==> config.mk <==
export PLATFORM = sky130hd
export DESIGN_NAME = paged_buffer_pool_allocator_top
export DESIGN_NICKNAME = d
export VERILOG_FILES = /design/src/rtl/pbpa_pkg.sv /design/src/rtl/pbpa_list.sv /design/src/rtl/pbpa_engine.sv /design/src/rtl/paged_buffer_pool_allocator_top.sv
export SDC_FILE = /design/constraint.sdc
export NUM_CORES = 1
export LEC_CHECK = 0
export BUFFER_PORTS_ARGS = -buffer_cell sky130_fd_sc_hd__buf_4
export CORE_MARGIN = 4
export CORE_UTILIZATION = 35
export CTS_CLUSTER_DIAMETER = 40
export DETAILED_ROUTE_END_ITERATION = 16
export GPL_TIMING_DRIVEN = 0
export RECOVER_POWER = 50
export SETUP_SLACK_MARGIN = 0.1
export SLEW_MARGIN = 25
export SYNTH_ARGS = -nofsm -noshare
export SYNTH_HDL_FRONTEND = slang
export SYNTH_HIERARCHICAL = 1
export SYNTH_SLANG_ARGS = --single-unit
==> constraint.sdc <==
create_clock -name clock -period 8.07 [get_ports clock]
set_input_delay 0.807 -clock clock [delete_from_list [all_inputs] [get_ports clock]]
set_output_delay 0.807 -clock clock [all_outputs]
set_load 0.01 [all_outputs]
==> src/rtl/pbpa_pkg.sv <==
package pbpa_pkg;

   // pool geometry
   localparam int NUM_PAGES  = 16;
   localparam int MAX_SLOTS  = 32;
   localparam int PAGE_W     = $clog2(NUM_PAGES);
   localparam int IDX_W      = $clog2(MAX_SLOTS);
   localparam int SLOT_CNT_W = IDX_W + 1;
   localparam int COUNT_W    = 10;

   // configuration port
   localparam int CSR_IDX_W  = 1;
   localparam int CSR_DATA_W = 10;
   localparam int BPP_W      = 6;
   localparam int LIMIT_W    = 10;

   localparam logic [BPP_W-1:0]   BPP_RESET   = 6'd2;
   localparam logic [LIMIT_W-1:0] LIMIT_RESET = 10'd16;

   typedef enum logic [CSR_IDX_W-1:0] {
      CSR_BUFFERS_PER_PAGE = 1'b0,
      CSR_CACHE_LIMIT      = 1'b1
   } csr_index_type;

   typedef enum logic {
      ACTION_ALLOC = 1'b0,
      ACTION_FREE  = 1'b1
   } action_type;

   typedef enum logic [1:0] {
      STATUS_OK       = 2'd0,
      STATUS_NO_PAGE  = 2'd1,
      STATUS_BAD_FREE = 2'd2
   } status_type;

   typedef enum logic [1:0] {
      LIST_IDLE   = 2'd0,
      LIST_PUSH   = 2'd1,
      LIST_REMOVE = 2'd2
   } list_op_type;

   typedef struct packed {
      list_op_type         op;
      logic [PAGE_W-1:0]   page;
   } list_cmd_type;

   typedef struct packed {
      action_type          action;
      logic [PAGE_W-1:0]   page_slot;
      logic [IDX_W-1:0]    buffer_index;
   } req_type;

   typedef struct packed {
      status_type          status;
      logic [PAGE_W-1:0]   out_page_slot;
      logic [IDX_W-1:0]    out_buffer_index;
      logic                page_released;
      logic [COUNT_W-1:0]  free_buffers;
   } rsp_type;

endpackage

==> src/rtl/pbpa_list.sv <==
// recency list of partly free pages, newest at entry 0
module pbpa_list (
   input  logic                          clock,
   input  logic                          reset,
   input  pbpa_pkg::list_cmd_type        cmd,
   output logic                          head_valid,
   output logic [pbpa_pkg::PAGE_W-1:0]   head_page
);

   localparam int N = pbpa_pkg::NUM_PAGES;

   logic [pbpa_pkg::PAGE_W-1:0] ent_ff [N];
   logic [pbpa_pkg::PAGE_W-1:0] ent_in [N];
   logic [N-1:0]                vld_ff;
   logic [N-1:0]                vld_in;
   logic [N-1:0]                match;
   logic [N-1:0]                above;

   assign head_valid = vld_ff[0];
   assign head_page  = ent_ff[0];

   always_comb begin
      for (int i = 0; i < N; i++) begin
         match[i] = vld_ff[i] && (ent_ff[i] == cmd.page);
      end
      // entries at or behind the removed one move up
      for (int i = 0; i < N; i++) begin
         above[i] = 1'b0;
         for (int j = 0; j < N; j++) begin
            if (j <= i && match[j]) begin
               above[i] = 1'b1;
            end
         end
      end
      for (int i = 0; i < N; i++) begin
         ent_in[i] = ent_ff[i];
      end
      vld_in = vld_ff;
      case (cmd.op)
         pbpa_pkg::LIST_PUSH: begin
            ent_in[0] = cmd.page;
            vld_in[0] = 1'b1;
            for (int i = 1; i < N; i++) begin
               ent_in[i] = ent_ff[i-1];
               vld_in[i] = vld_ff[i-1];
            end
         end
         pbpa_pkg::LIST_REMOVE: begin
            for (int i = 0; i < N - 1; i++) begin
               if (above[i]) begin
                  ent_in[i] = ent_ff[i+1];
                  vld_in[i] = vld_ff[i+1];
               end
            end
            if (above[N-1]) begin
               vld_in[N-1] = 1'b0;
            end
         end
         default: begin
         end
      endcase
   end

   always_ff @(posedge clock) begin
      if (reset) begin
         vld_ff <= '0;
      end else begin
         vld_ff <= vld_in;
      end
   end

   always_ff @(posedge clock) begin
      for (int i = 0; i < N; i++) begin
         ent_ff[i] <= ent_in[i];
      end
   end

endmodule

==> src/rtl/pbpa_engine.sv <==
// page store, free count and per-transaction decision
module pbpa_engine (
   input  logic                          clock,
   input  logic                          reset,
   input  logic                          advance,
   input  pbpa_pkg::req_type             req,
   input  logic [pbpa_pkg::BPP_W-1:0]    bpp,
   input  logic [pbpa_pkg::LIMIT_W-1:0]  cache_limit,
   output pbpa_pkg::rsp_type             rsp
);

   localparam int N  = pbpa_pkg::NUM_PAGES;
   localparam int S  = pbpa_pkg::MAX_SLOTS;
   localparam int PW = pbpa_pkg::PAGE_W;
   localparam int IW = pbpa_pkg::IDX_W;
   localparam int SW = pbpa_pkg::SLOT_CNT_W;
   localparam int CW = pbpa_pkg::COUNT_W;

   logic [S-1:0]   mask_ff [N];
   logic [N-1:0]   mapped_ff;
   logic [N-1:0]   mapped_in;
   logic [CW-1:0]  count_ff;
   logic [CW-1:0]  count_in;

   logic [SW-1:0]  slot_cnt;
   logic [S-1:0]   full_mask;
   logic [PW-1:0]  rd_page;
   logic [S-1:0]   rd_mask;
   logic [IW-1:0]  low_idx;
   logic [PW-1:0]  free_pg;
   logic           any_unmapped;
   logic [S-1:0]   bit_sel;
   logic [S-1:0]   new_mask;
   logic [CW:0]    count_inc;
   logic           bad_free;

   logic           wr_en;
   logic [PW-1:0]  wr_page;
   logic [S-1:0]   wr_mask;
   logic           map_set;
   logic           map_clr;

   pbpa_pkg::list_op_type  list_op;
   pbpa_pkg::list_cmd_type list_cmd;
   logic                   head_valid;
   logic [PW-1:0]          head_page;

   pbpa_list u_list (
      .clock      (clock),
      .reset      (reset),
      .cmd        (list_cmd),
      .head_valid (head_valid),
      .head_page  (head_page)
   );

   // slot count clamped to 1..MAX_SLOTS
   always_comb begin
      if (bpp == '0) begin
         slot_cnt = SW'(1);
      end else if ({1'b0, bpp} > (pbpa_pkg::BPP_W + 1)'(S)) begin
         slot_cnt = SW'(S);
      end else begin
         slot_cnt = SW'(bpp);
      end
      for (int k = 0; k < S; k++) begin
         full_mask[k] = (SW'(k) < slot_cnt);
      end
   end

   assign rd_page      = (req.action == pbpa_pkg::ACTION_FREE) ? req.page_slot : head_page;
   assign rd_mask      = mask_ff[rd_page];
   assign any_unmapped = ~&mapped_ff;
   assign bit_sel      = S'(1) << req.buffer_index;
   assign count_inc    = {1'b0, count_ff} + (CW + 1)'(1);

   // lowest free slot, top slot when the mask is empty
   always_comb begin
      low_idx = IW'(S - 1);
      for (int k = S - 1; k >= 0; k--) begin
         if (rd_mask[k]) begin
            low_idx = IW'(k);
         end
      end
   end

   // lowest unmapped page
   always_comb begin
      free_pg = '0;
      for (int k = N - 1; k >= 0; k--) begin
         if (!mapped_ff[k]) begin
            free_pg = PW'(k);
         end
      end
   end

   always_comb begin
      rsp.status           = pbpa_pkg::STATUS_OK;
      rsp.out_page_slot    = '0;
      rsp.out_buffer_index = '0;
      rsp.page_released    = 1'b0;
      new_mask  = rd_mask;
      bad_free  = 1'b0;
      wr_en     = 1'b0;
      wr_page   = rd_page;
      wr_mask   = rd_mask;
      map_set   = 1'b0;
      map_clr   = 1'b0;
      count_in  = count_ff;
      list_op   = pbpa_pkg::LIST_IDLE;
      if (req.action == pbpa_pkg::ACTION_ALLOC) begin
         if (head_valid) begin
            new_mask = rd_mask & ~(S'(1) << low_idx);
            wr_en    = 1'b1;
            wr_mask  = new_mask;
            if (count_ff != '0) begin
               count_in = count_ff - CW'(1);
            end
            if (new_mask == '0) begin
               list_op = pbpa_pkg::LIST_REMOVE;
            end
            rsp.out_page_slot    = head_page;
            rsp.out_buffer_index = low_idx;
         end else if (!any_unmapped) begin
            rsp.status = pbpa_pkg::STATUS_NO_PAGE;
         end else begin
            // fresh page, slot 0 handed out
            wr_en    = 1'b1;
            wr_page  = free_pg;
            wr_mask  = full_mask & ~S'(1);
            map_set  = 1'b1;
            count_in = count_ff + CW'(slot_cnt - SW'(1));
            if (slot_cnt != SW'(1)) begin
               list_op = pbpa_pkg::LIST_PUSH;
            end
            rsp.out_page_slot = free_pg;
         end
      end else begin
         bad_free = !mapped_ff[req.page_slot] || (SW'(req.buffer_index) >= slot_cnt) ||
                    ((rd_mask & bit_sel) != '0);
         if (bad_free) begin
            rsp.status = pbpa_pkg::STATUS_BAD_FREE;
         end else begin
            new_mask = rd_mask | bit_sel;
            wr_en    = 1'b1;
            if (count_inc > {1'b0, cache_limit} && new_mask == full_mask) begin
               // page wholly free beyond the cache limit: give it back
               if (rd_mask != '0) begin
                  list_op = pbpa_pkg::LIST_REMOVE;
               end
               count_in          = CW'(count_inc - (CW + 1)'(slot_cnt));
               wr_mask           = '0;
               map_clr           = 1'b1;
               rsp.page_released = 1'b1;
            end else begin
               wr_mask  = new_mask;
               count_in = count_inc[CW-1:0];
               if (rd_mask == '0) begin
                  list_op = pbpa_pkg::LIST_PUSH;
               end
            end
         end
      end
      rsp.free_buffers = count_in;
   end

   always_comb begin
      list_cmd.op   = advance ? list_op : pbpa_pkg::LIST_IDLE;
      list_cmd.page = wr_page;
      mapped_in     = mapped_ff;
      if (map_set) begin
         mapped_in[wr_page] = 1'b1;
      end
      if (map_clr) begin
         mapped_in[wr_page] = 1'b0;
      end
   end

   always_ff @(posedge clock) begin
      if (reset) begin
         mapped_ff <= '0;
         count_ff  <= '0;
      end else if (advance) begin
         mapped_ff <= mapped_in;
         count_ff  <= count_in;
      end
   end

   always_ff @(posedge clock) begin
      if (advance && wr_en) begin
         mask_ff[wr_page] <= wr_mask;
      end
   end

endmodule

==> src/rtl/paged_buffer_pool_allocator_top.sv <==
// paged buffer pool allocator: hands out and takes back packet buffer slots grouped into
// pages, each page tracked by a free-slot bitmap. an allocate transaction (tuser 0) takes the
// lowest free slot of the most recently listed partly free page, or maps the lowest unused
// page with slot 0 taken, and reports status 1 when no page is listed and every page is
// mapped. a free transaction (tuser 1) returns page_slot/buffer_index; freeing an unmapped
// page, a slot beyond buffers_per_page or a slot already free gives status 2 and changes
// nothing. a page that becomes wholly free while the free count exceeds cache_limit is
// released. every request gives exactly one response. one transaction per clock is sustained
// while rsp_tready stays high. an accepted request is held in the input register while the
// page-store read-modify-write and recency list update are worked out, and moves to the
// response register when that is empty or being drained. while a response waits, one more
// request is held in the input register and req_tready drops until the response is taken.
// configuration writes take effect at once and are meant for idle periods only.
module paged_buffer_pool_allocator_top (
   input  logic                               clock,
   input  logic                               reset,

   // request stream
   input  logic                               req_tvalid,
   output logic                               req_tready,
   input  logic [15:0]                        req_tdata,   // page_slot[3:0], buffer_index[8:4]
   input  logic [0:0]                         req_tuser,   // action

   // response stream
   output logic                               rsp_tvalid,
   input  logic                               rsp_tready,
   output logic [23:0]                        rsp_tdata,   // out_page_slot[3:0],
                                                           // out_buffer_index[8:4],
                                                           // page_released[9],
                                                           // free_buffers[19:10]
   output logic [1:0]                         rsp_tuser,   // status

   // configuration writes
   input  logic                               csr_wr_en,
   input  logic [pbpa_pkg::CSR_IDX_W-1:0]     csr_index,
   input  logic [pbpa_pkg::CSR_DATA_W-1:0]    csr_wdata
);

   localparam int PW = pbpa_pkg::PAGE_W;
   localparam int IW = pbpa_pkg::IDX_W;

   // configuration registers
   logic [pbpa_pkg::BPP_W-1:0]   bpp_ff;
   logic [pbpa_pkg::LIMIT_W-1:0] limit_ff;

   // input register
   pbpa_pkg::req_type  req_ff;
   pbpa_pkg::req_type  req_in;
   logic               in_vld_ff;
   logic               in_vld_in;

   // response register
   pbpa_pkg::rsp_type  rsp_ff;
   pbpa_pkg::rsp_type  rsp_in;
   logic               rsp_vld_ff;
   logic               rsp_vld_in;

   logic               advance;
   logic               req_take;

   // the held transaction moves on when the response register is empty or being drained
   assign advance    = in_vld_ff && (!rsp_vld_ff || rsp_tready);
   assign req_tready = !in_vld_ff || advance;
   assign req_take   = req_tvalid && req_tready;

   assign req_in.action       = pbpa_pkg::action_type'(req_tuser[0]);
   assign req_in.page_slot    = req_tdata[PW-1:0];
   assign req_in.buffer_index = req_tdata[PW+IW-1:PW];

   assign in_vld_in  = req_take || (in_vld_ff && !advance);
   assign rsp_vld_in = advance || (rsp_vld_ff && !rsp_tready);

   always_ff @(posedge clock) begin
      if (reset) begin
         bpp_ff   <= pbpa_pkg::BPP_RESET;
         limit_ff <= pbpa_pkg::LIMIT_RESET;
      end else if (csr_wr_en) begin
         case (pbpa_pkg::csr_index_type'(csr_index))
            pbpa_pkg::CSR_BUFFERS_PER_PAGE: begin
               bpp_ff <= csr_wdata[pbpa_pkg::BPP_W-1:0];
            end
            pbpa_pkg::CSR_CACHE_LIMIT: begin
               limit_ff <= csr_wdata[pbpa_pkg::LIMIT_W-1:0];
            end
            default: begin
            end
         endcase
      end
   end

   // decision and state update for the held transaction
   pbpa_engine u_engine (
      .clock       (clock),
      .reset       (reset),
      .advance     (advance),
      .req         (req_ff),
      .bpp         (bpp_ff),
      .cache_limit (limit_ff),
      .rsp         (rsp_in)
   );

   always_ff @(posedge clock) begin
      if (reset) begin
         in_vld_ff  <= 1'b0;
         rsp_vld_ff <= 1'b0;
      end else begin
         in_vld_ff  <= in_vld_in;
         rsp_vld_ff <= rsp_vld_in;
      end
   end

   always_ff @(posedge clock) begin
      if (req_take) begin
         req_ff <= req_in;
      end
      if (advance) begin
         rsp_ff <= rsp_in;
      end
   end

   assign rsp_tvalid = rsp_vld_ff;
   assign rsp_tuser  = rsp_ff.status;
   assign rsp_tdata  = {4'b0000, rsp_ff.free_buffers, rsp_ff.page_released,
                        rsp_ff.out_buffer_index, rsp_ff.out_page_slot};

   // a transaction leaving the input register always lands in the response register
   a_advance_fills_rsp : assert property (@(posedge clock) disable iff (reset)
      advance |=> rsp_tvalid)
      else $error("response register not loaded after advance");

   // an empty list means every mapped page is full, so no free buffers remain
   a_no_page_zero_free : assert property (@(posedge clock) disable iff (reset)
      (rsp_tvalid && rsp_tuser == pbpa_pkg::STATUS_NO_PAGE) |-> (rsp_tdata[19:10] == '0))
      else $error("pool exhausted with free buffers counted");

   // a rejected free neither releases a page nor reports a buffer
   a_bad_free_quiet : assert property (@(posedge clock) disable iff (reset)
      (rsp_tvalid && rsp_tuser == pbpa_pkg::STATUS_BAD_FREE) |-> (rsp_tdata[9:0] == '0))
      else $error("invalid free produced a page or release");

   // the input register never drops a held transaction
   a_hold_input : assert property (@(posedge clock) disable iff (reset)
      (in_vld_ff && !advance) |=> (in_vld_ff && $stable(req_ff)))
      else $error("held transaction lost or changed");

endmodule

[Word level (Yosys, flattened, before mapping)]
Memories as Yosys holds them, arrays and structs flattened.
Cells that the tools add are included.
Storage, ports and cells
  input port bits: 33
  memories: 2
  register bits: 92
  RAM bits: 576
Memory list
  u_engine.mask_ff: words 16, bits a word 32, read ports 1, clocked after memory_dff 0, write ports 1, RTL line pbpa_engine.sv:19  | logic [S-1:0] mask_ff [N];
  u_engine.u_list.ent_ff: words 16, bits a word 4, read ports 16, clocked after memory_dff 0, write ports 16, RTL line pbpa_list.sv:12  | logic [pbpa_pkg::PAGE_W-1:0] ent_ff [N];
Cells by class
  bitwise logic cells: 9
  muxes and demuxes: 147
  $add $sub $neg: 5
  reductions and logical operators: 61
  equal/unequal tests: 36
  shift-type cells: 2
  magnitude comparators: 38
Operators with widths (number)
  $mux 4: 46
  $mux 32: 5
  $pmux 60 s2: 1
  $lt 5x6->1 const A: 16
  $mux 5: 16
  $and 32x32->32: 2
  $eq 4x4->1: 16
  $logic_not 32->1: 2
  $reduce_bool 32->1: 2
  $shl 1x5->32 const A: 2
  $mux 10: 6
  $mux 1: 50
  $lt 4x6->1 const A: 8
  $reduce_and 2->1: 18
  $eq 32x32->1: 1
  $mux 16: 2
  $ne 2x2->1 const B: 16
  $not 32->32: 1
  $or 32x32->32: 1
  $pmux 16 s2: 1
  $lt 3x6->1 const A: 4
  $mux 2: 12
  $logic_and 1x1->1: 23
  $and 16x16->16: 1
  other kinds (29): 46

[Longest topological paths before layout]
Gate-level depths: netlist (run 1).
An unclocked memory read counts as a cell.
  depth in word-level cells: 45
  gate-level depth with buffers: 29
  depth with buffers taken out: 23

[Hierarchy]
The synthesis (run 1) kept the hierarchy.
By module, submodules not included
  pbpa_engine: times used 1, area an instance 27049.7 um^2, cells an instance 2117
  pbpa_list: times used 1, area an instance 4448.0 um^2, cells an instance 479
  paged_buffer_pool_allocator_top: times used 1, area an instance 1747.9 um^2, cells an instance 113

[Worst setup path before layout (run 1)]
Ideal clock, no wire load.
  path type: register -> register
  start: register, netlist name req_ff[9]
  end: memory u_engine/u_list/ent_ff[7][0] (netlist name), enable pin
  stages on the path, launching flop included: 23
  path slack: 2.193 ns
  required time: 7.763 ns
  period minus slack after synthesis: 5.877 ns
  data arrival time: 5.570 ns
  setup time: 0.307 ns
  path through: edfxtp_1 > buf_6 > mux2_4 > buf_6 > buf_2 > mux4_2 > a22oi_1 > nand2_2 > or4_1 > a211o_1 > a21o_1 > o41ai_2 > o2111ai_1 > nor4b_2 > nand4_1 > o31ai_2 > nor2b_1 > buf_4 > nand2_1 > o311ai_2 > nor4b_4 > and2_4 > nand2_1
RTL lines (RTL line)
  end: declaration: pbpa_list.sv:12

[Final worst setup path (run 1)]
  start: register req_ff[6] (netlist name)
  end: memory u_engine/mask_ff[12][6] (netlist name), enable pin
Between the ends
  word-level cells in the longest chain between the ends: 10
  elaborated cells on any way between the ends: 17
  those cells by class: mux: 10; bitwise: 1; reduce/logical: 5; memory: 1
RTL lines
  start: declaration: RTL line paged_buffer_pool_allocator_top.sv:47  | pbpa_pkg::req_type req_ff;
  start signal: assignment: RTL line paged_buffer_pool_allocator_top.sv:114  | req_ff <= req_in;
  $mux 4 or $bmux 1 s4 (tied branches): RTL line pbpa_engine.sv:70, pbpa_engine.sv:138
  $mem_v2 16x32 or $mux 1 (tied branches)
  $and 32x32->32 or $logic_not 1->1 (tied branches): RTL line pbpa_engine.sv:139, pbpa_engine.sv:138
  $reduce_bool 32->1 or $logic_or 1x1->1 (tied branches): RTL line pbpa_engine.sv:139, pbpa_engine.sv:138
  $logic_or 1x1->1: RTL line pbpa_engine.sv:138  | bad_free = !mapped_ff[req.page_slot] || (SW'(req.buffer_index) >= slot_cnt) ||
  $mux 1: RTL line pbpa_engine.sv:140  | if (bad_free) begin
  $mux 1: RTL line pbpa_engine.sv:110  | if (req.action == pbpa_pkg::ACTION_ALLOC) begin
  $logic_and 1x1->1: RTL line pbpa_engine.sv:189  | if (advance && wr_en) begin
  $mux 1: RTL line pbpa_engine.sv:189
  $mux 1 (implied by the code): RTL line pbpa_engine.sv:190  | mask_ff[wr_page] <= wr_mask;
  end: declaration: RTL line pbpa_engine.sv:19
Several ways; a longest one is shown, not always the timed one. The select of a mux whose other input is x is not followed.

==> results of run 1 <==
## worst max-delay path by stage
stage / to / slack (ns) / cells past startpoint
final: u_engine/mask_ff[12][6] / 0.17 / 18
after global routing: u_engine/u_list/ent_ff[7][0] / 0.01 / 22
after CTS: u_engine/u_list/ent_ff[0][4] / 0.10 / 25
after detailed placement: u_engine/u_list/ent_ff[3][3] / -0.51 / 23
after global placement: u_engine/mask_ff[8][23] / -1.59 / 17
after floorplan: u_engine/u_list/ent_ff[7][0] / 2.19 / 22
## metal layers
| metal | track usage, % | wire [um] |
|---|---|---|
| met1 | 30.6 | 46100 |
| met2 | 33.6 | 48900 |
| met3 | 4.23 | 11000 |
| met4 | 7.38 | 3740 |
| met5 | 0 | 0 |
## final cells by class
cell class	instances	area, um^2
well taps	1254	1570
plain buffers	174	971
inverters	52	195
multi-input cells	1818	12800
fillers	8769	54400
clock buffers	101	2420
clock inverters	76	1050
diodes	2	5.00
flip-flops and latches	668	19500
repair buffers	94	871
## critical path: stages, from the launching register on
cell and delay [ns]:
edfxtp_1 0.71, mux2_4 0.26, buf_6 0.18, buf_6 0.22, buf_4 0.28, buf_2 0.35
mux4_2 0.37, a22oi_1 0.20, nand2_1 0.41, a22oi_1 0.31, o21ai_0 0.16, nor3_1 0.48
and4_1 0.26, clkbuf_1 0.33, nor2_1 0.25, or3_1 0.40, clkbuf_1 0.23, nor2_1 0.87
clkbuf_1 1.14
## report_power, final
| part | switching, mW | internal (mW) | total, mW |
|---|---|---|---|
| clock | 1.66 | 2.77 | 4.43 |
| sequential | 0.0341 | 3.91 | 3.94 |
| combinational | 0.856 | 0.384 | 1.24 |
## synth_stat cells, types with 7 or more instances
master	n	share of area [%]
a211oi_1	23	0.52
a21o_1	28	0.63
a21oi_1	114	1.7
a221oi_1	8	0.21
a22o_1	8	0.21
a22oi_1	26	0.59
a311oi_1	33	0.87
a31oi_1	39	0.73
a32oi_1	37	0.97
and2_1	19	0.36
and3_1	15	0.28
buf_1	17	0.19
buf_2	22	0.33
buf_4	20	0.45
buf_6	17	0.58
clkbuf_1	90	1.0
dfxtp_1	60	3.6
edfxtp_1	608	55
ha_1	35	1.3
inv_1	50	0.56
mux2i_1	108	3.3
mux4_2	82	5.6
nand2_1	422	4.8
nand2b_1	30	0.56
nand3_1	77	1.2
nand4_1	30	0.56
nor2_1	162	1.8
nor2b_1	18	0.34
nor3_1	61	0.92
nor4_1	13	0.24
o211ai_1	24	0.54
o21a_1	14	0.32
o21ai_0	75	1.1
o22ai_1	12	0.23
o31ai_1	12	0.27
or2_2	10	0.19
or3_1	17	0.32
or4_1	7	0.16
xnor2_1	58	1.5
xor2_1	54	1.4
## logic make-up after synthesis
family,synth area share (%)
adder cells (fa/ha/maj),1.44
AND/OR/NAND/NOR,13.0
other,0.0226
XOR/XNOR,2.95
flip-flops,58.5
buffers and inverters,3.51
AO/OA/AOI/OAI,11.3
multiplexers,9.25
## stage by stage
step	power [mW]	hold slack (ns)
global route	9.93	0.296
global placement	5.19	0.449
finish	9.61	0.323
detailed placement	5.22	0.454
floorplan	4.76	0.434
CTS	9.67	0.255
## registers in the layout (all words and copies together), names as in the netlist, 2 cells and up
register / count
u_engine/count_ff: 10
limit_ff: 10
u_engine/mask_ff: 512
u_engine/u_list/ent_ff: 64
req_ff: 10
bpp_ff: 6
u_engine/mapped_ff: 16
rsp_tuser: 2
rsp_tdata: 20
u_engine/u_list/vld_ff: 16
## cells in the final DEF (no fill, tap or decap), types with 13 or more instances in the layout
cell       netlist  final
a22oi_1         26     25
nand2_1        422    422
o211ai_1        24     24
buf_1           17     13
nor2b_1         18     18
clkbuf_16        0     96
a311oi_1        33     34
xor2_1          54     54
bufinv_16        0     17
buf_4           20     37
nand3_1         77     77
o21ai_0         75     75
nor3_1          61     60
a21o_1          28     28
ha_1            35     35
clkbuf_2         1     14
nand4_1         30     30
buf_16           0     13
a211oi_1        23     23
and3_1          15     15
a21oi_1        114    112
edfxtp_1       608    608
clkbuf_1        90    137
clkinv_4         0     14
a31oi_1         39     39
nand2b_1        30     30
a32oi_1         37     37
xnor2_1         58     58
and2_1          19     16
buf_2           22     22
mux2i_1        108    103
dfxtp_1         60     60
or3_1           17     17
nor2_1         162    157
buf_6           17     17
clkinv_1         2     13
mux4_2          82     82
inv_1           50     50
o21a_1          14     14
## timing repair
action	4_1_cts	5_1_grt
setup buffers	0	2
endpoints found under the setup margin	127	119
pin swaps	0	1
hold buffers	0	0
resized for setup	17	12
==> results by group, run 1 <==
Status
  – Result of the run: finished with violations
  – Violated checks: capacitance limit, slew limit

STA
  – Clock period minus final worst setup slack: 7.90 ns
  – Unrepaired setup endpoints after global routing: no
  – Actual slew at the worst max-slew pin: 2.33 ns
  – Final setup violation count: 0
  – Final Max Tran Viols: 77
  – Highest attainable clock frequency: 0.127 GHz
  – Final worst-path cycle share: 97.9%
  – Final Skew: 0.0737 ns
  – Total negative slack for setup checks: 0 ns
  – Worst slew margin relative to its limit: -56.7%
  – Smallest setup slack after layout: 0.166 ns
  – Final count of hold timing violations: 0

Place
  – Placed wire-length estimate after detailed placement: 79200 um
  – Post-placement worst setup slack: -0.510 ns
  – Placed cell count: 4057
  – Final Wtd Congestion: 0.997
  – I/O Buffers: 49
  – Post-placement cell area: 36300 um^2

Worst hold path
  – Worst min path class: input pin to flop
  – Hold-critical path depth: 1
  – Hold Path End: req_ff[8]
  – Start point of the worst hold path: req_tdata[3]

Clock network
  – Clock Sinks: 668
  – TritonCTS clock tree: yes
  – CTS max path bufs: 3
  – Number of buffers inserted during clock tree synthesis: 95
  – H-tree depth reported by CTS: 3
  – Clock slew seen by the registers of the worst setup and hold paths: 0.06 ns
  – Root buffer cell: clkbuf_16
  – Worst skew pair latency: 0.69 ns

Setup path
  – Slack of the worst reg-to-reg path: 0.17 ns
  – Startpoint of the worst-slack reg-to-reg timing path: req_ff[6]
  – Critical path data arrival time: 8.18 ns
  – Crit end category: flop
  – Logic depth of the worst register-to-register path: 18
  – Required time of the worst setup path: 8.34 ns
  – Category of the worst setup path launch point: flop
  – End of the worst register-to-register path: u_engine/mask_ff[12][6]
  – Start point of the critical path: req_ff[6]
  – Worst setup path category: flop to flop
  – Worst Path Max Fanout: 15

Pwr
  – Lkg Pwr: 13.7 nW
  – Power density normalized to cell area: 244 nW/um^2
  – Highest ir drop seen on vdd: 0.165 mV

Floorplanning
  – Height of the die: 316 um
  – Width of the chip: 316 um
  – Boundary pin count: 61
  – Core area: 93700 um^2
  – Effective utilization at floorplan: 35.5%
  – Row cnt: 112
  – Area of the die: 100000 um^2

Cells and area
  – Area growth from synthesis to final layout: 18.4%
  – Share of layout cells above drive strength 1: 14.7%
  – Post-route cell area: 39400 um^2
  – Final cell count without fillers: 4239
  – Utilization after layout: 42.0%
  – Fin nets: 2973

Logic synthesis
  – Syn avg cell area: 12.3 um^2
  – Number of standard cells after synthesis: 2709
  – Count of state elements after synthesis: 668
  – Synth cell types: 107
  – Dominant register cell in the synthesized netlist: edfxtp_1
  – Sequential area share after synthesis: 58.5%
  – Number of synthesized flops with an enable pin: 608
  – Post-Syn Area: 33200 um^2
  – Warnings from Yosys: 6
  – Asr flop ratio synth: 0%

Routing
  – Total length of routed wires: 110000 um
  – Router iterations before antenna repair: 8
  – Average wire length per cell after detail routing: 25.9 um
  – Routed via count: 24.4k
  – Iteration-0 DRC Markers: 3384
  – Number of DRC violations after detailed routing: 0
  – Vias per cell: 5.76
  – Post-route ant nets: 0

Global routing
  – Global-route wire length before repair: 160000 um
  – Number of antenna violations at the first check in global routing: 3
  – Number of global-route vias before repair: 23.8k
  – Total routing resource utilization after global routing: 21.7%
  – Overall overflow remaining after global route: 0
  – Largest net degree at the start of global routing: 26

Flow run
  – Max-cap check violation count: 8
Note: power is estimated with default switching activity, not from simulation.
==> run 2: changes to the inputs <==
--- a/config.mk
+++ b/config.mk
@@ -7,7 +7,7 @@
 export LEC_CHECK = 0
 export BUFFER_PORTS_ARGS = -buffer_cell sky130_fd_sc_hd__buf_4
 export CORE_MARGIN = 4
-export CORE_UTILIZATION = 35
+export CORE_UTILIZATION = 40
 export CTS_CLUSTER_DIAMETER = 40
 export DETAILED_ROUTE_END_ITERATION = 16
 export GPL_TIMING_DRIVEN = 0
==> run 2 against run 1 <==
Effect of this change:
- the flow still finishes with violations (capacitance limit, slew limit)
- combinational power increased by 6%
- sequential share of layout area down 0.069 points
- critical path depth shrank 1
- power down 0.28%
- register-to-register slack gained 0.11 ns
- count of clock-buffer cells in the layout grew 3
- design area up 0.14%
- global-route usage rose by 4.9 points
- highest routed layer unchanged
==> results by group, run 2 (synthesized netlist as in run 1, its figures left out) <==
Clock network
  – Clock Sinks: 668 (unchanged)
  – Number of buffers inserted during clock tree synthesis: 95 (unchanged)
  – TritonCTS clock tree: yes
  – CTS max path bufs: 3 (unchanged)
  – Clock slew seen by the registers of the worst setup and hold paths: 0.06 ns (about the same)
  – H-tree depth reported by CTS: 3 (unchanged)
  – Worst skew pair latency: 0.66 ns (-0.03 ns)
  – Hold-fix buffers at CTS: 0 (unchanged)
  – Root buffer cell: clkbuf_16

Global routing
  – Overall overflow remaining after global route: 0 (unchanged)
  – Met3 usage: 4.36% (+0.13 points)
  – Number of antenna violations at the first check in global routing: 2 (-1)
  – Global-route wire length before repair: 170000 um (+6.2%)
  – Total routing resource utilization after global routing: 26.5% (+4.9 points)
  – Met2 Use GR: 43.9% (+10 points)
  – Largest net degree at the start of global routing: 26 (unchanged)
  – Number of global-route vias before repair: 24.5k (+3.2%)
  – Routing layer with the top usage in global route: met2
  – Met1 Usage GRT: 35.2% (+4.6 points)

Routing
  – Number of DRC violations after detailed routing: 0 (unchanged)
  – Vias per cell: 6.16 (+7.0%)
  – Average wire length per cell after detail routing: 29.0 um (+12%)
  – Router iterations before antenna repair: 6 (-2)
  – Iteration-0 DRC Markers: 2984 (-12%)
  – Total length of routed wires: 118000 um (+7.3%)
  – Routed via count: 25.0k (+2.3%)
  – Post-route ant nets: 0 (unchanged)

STA
  – Final setup violation count: 0 (unchanged)
  – Clock period minus final worst setup slack: 7.79 ns (-0.114 ns)
  – Smallest setup slack after layout: 0.280 ns (+0.114 ns)
  – Minimum hold slack: 0.348 ns (+0.0249 ns)
  – Final worst-path cycle share: 96.5% (-1.4 points)
  – Total negative slack for setup checks: 0 ns (unchanged)
  – Highest attainable clock frequency: 0.128 GHz (+1.5%)
  – Worst slew margin relative to its limit: -53.1% (+3.6 points)
  – Final Max Tran Viols: 162 (+110%)
  – Final Skew: 0.0353 ns (-0.0384 ns)
  – Unrepaired setup endpoints after global routing: no
  – Final count of hold timing violations: 0 (unchanged)
  – Actual slew at the worst max-slew pin: 2.28 ns (-0.0533 ns)

Pwr
  – Power density normalized to cell area: 243 nW/um^2 (-0.42%)
  – Lkg Pwr: 13.8 nW (+0.69%)
  – Highest ir drop seen on vdd: 0.187 mV (+13%)
  – Overall power after layout: 9.58 mW (-0.28%)

Setup path
  – Category of the worst setup path launch point: flop
  – Worst Path Max Fanout: 13 (-2)
  – Cell at the slowest stage of the critical path: nand4_1
  – Worst path cell trace: buf_6 > buf_2 > mux2i_4 > nor2_1 > nand2_1 > nand4_1 > a32o_1 > a311o_1 > nor4_1 > and4_1 > clkbuf_1 > nor2_1 > or3_1 > clkbuf_1 > nor2_1 > clkbuf_2 > buf_16
  – Crit end category: flop
  – Required time of the worst setup path: 8.43 ns (+0.09 ns)
  – Worst setup path category: flop to flop
  – Slowest Stage Delay on Critical Path: 0.86 ns (-0.28 ns)
  – Slack of the worst reg-to-reg path: 0.28 ns (+0.11 ns)
  – Critical path data arrival time: 8.15 ns (-0.03 ns)
  – Library cell appearing most often on the critical path: nor2_1

Cells and area
  – Share of layout cells above drive strength 1: 16.1% (+1.4 points)
  – Final cell count without fillers: 4054 (-4.4%)
  – Flip-flop count of the largest register, all copies and words added: 512 (unchanged)
  – Leading cell type in the layout, fill and taps excluded: edfxtp_1
  – Register with the most flip-flops: u_engine/mask_ff
  – Area growth from synthesis to final layout: 18.6%
  – Commonest non-fill, non-tap cells in the layout: edfxtp_1 (608), nand2_1 (420), nor2_1 (148)
  – Fin nets: 2973 (unchanged)

Floorplanning
  – Area of the die: 87800 um^2 (-12%)
  – Height of the die: 296 um (-6.3%)
  – Width of the chip: 296 um (-6.3%)
  – Effective utilization at floorplan: 40.4% (+5.0 points)
  – Core area: 82200 um^2 (-12%)
  – Row cnt: 105 (-6.3%)
  – Boundary pin count: 61 (unchanged)

Status
  – Result of the run: finished with violations
  – Violated checks: capacitance limit, slew limit

Flow run
  – Max-cap check violation count: 10 (+2)

Place
  – I/O Buffers: 49 (unchanged)
  – Final Wtd Congestion: 0.977 (-2.0%)
  – Placed wire-length estimate after detailed placement: 86000 um (+8.6%)
  – Post-placement worst setup slack: -0.918 ns (-0.407 ns)
  – Placed cell count: 3869 (-4.6%)

Worst hold path
  – Worst min path class: input pin to flop
==> run 2: final timing paths <==
path                     start                       to  cells after the start
setup / recovery     req_ff[9]  u_engine/mask_ff[9][23]                     17
setup reg to reg     req_ff[9]  u_engine/mask_ff[9][23]                     17
hold / removal    req_tdata[6]                req_ff[2]                      1
hold reg to reg      in_vld_ff               rsp_tvalid                      2
==> run 2: routing by layer <==
metal | share of wire, % | vias to the layer above
met5 | 0 | -
met4 | 4.5 | 0
met3 | 8.7 | 302
met2 | 47 | 1388
met1 | 40 | 12545
li1 | - | 10740
==> run 2: worst max-delay path: cells and delay by family (launching register included) <==
kind / cells / cell delay, ns
mux: 1 / 0.47
buf+inv: 6 / 2.10
compound gates: 2 / 1.00
flops: 1 / 0.34
simple gates: 8 / 3.53
==> run 2: cell type report <==
| type | count | area (um^2) |
|---|---|---|
| multi-input combinational | 1818 | 13000 |
| clock inverter | 73 | 920 |
| clock buffer | 104 | 2450 |
| buffer | 174 | 986 |
| fill | 7280 | 42800 |
| antenna | 1 | 2.50 |
| timing repair buffer | 94 | 1100 |
| tap | 1070 | 1340 |
| inverter | 52 | 195 |
| sequential | 668 | 19500 |
==> run 2: stage by stage <==
| stage | area (um^2) | util (%) |
|---|---|---|
| final | 39400 | 47.9 |
| after global routing | 39400 | 47.9 |
| after CTS | 39600 | 48.2 |
| after detailed placement | 36100 | 43.9 |
| after global placement | 35000 | 42.5 |
| after floorplan | 33300 | - |
==> run 2: report_power, final <==
group          internal [mW]  leakage, nW  switching [mW]
sequential              3.91         6.03          0.0338
combinational          0.394         6.15           0.914
clock                   2.69         1.63            1.65
==> run 2: what timing repair did <==
item	CTS	global route
resized for setup	22	32
cloned	0	0
setup endpoints to repair	131	112
buffers inserted	5	2
pin swaps	1	1
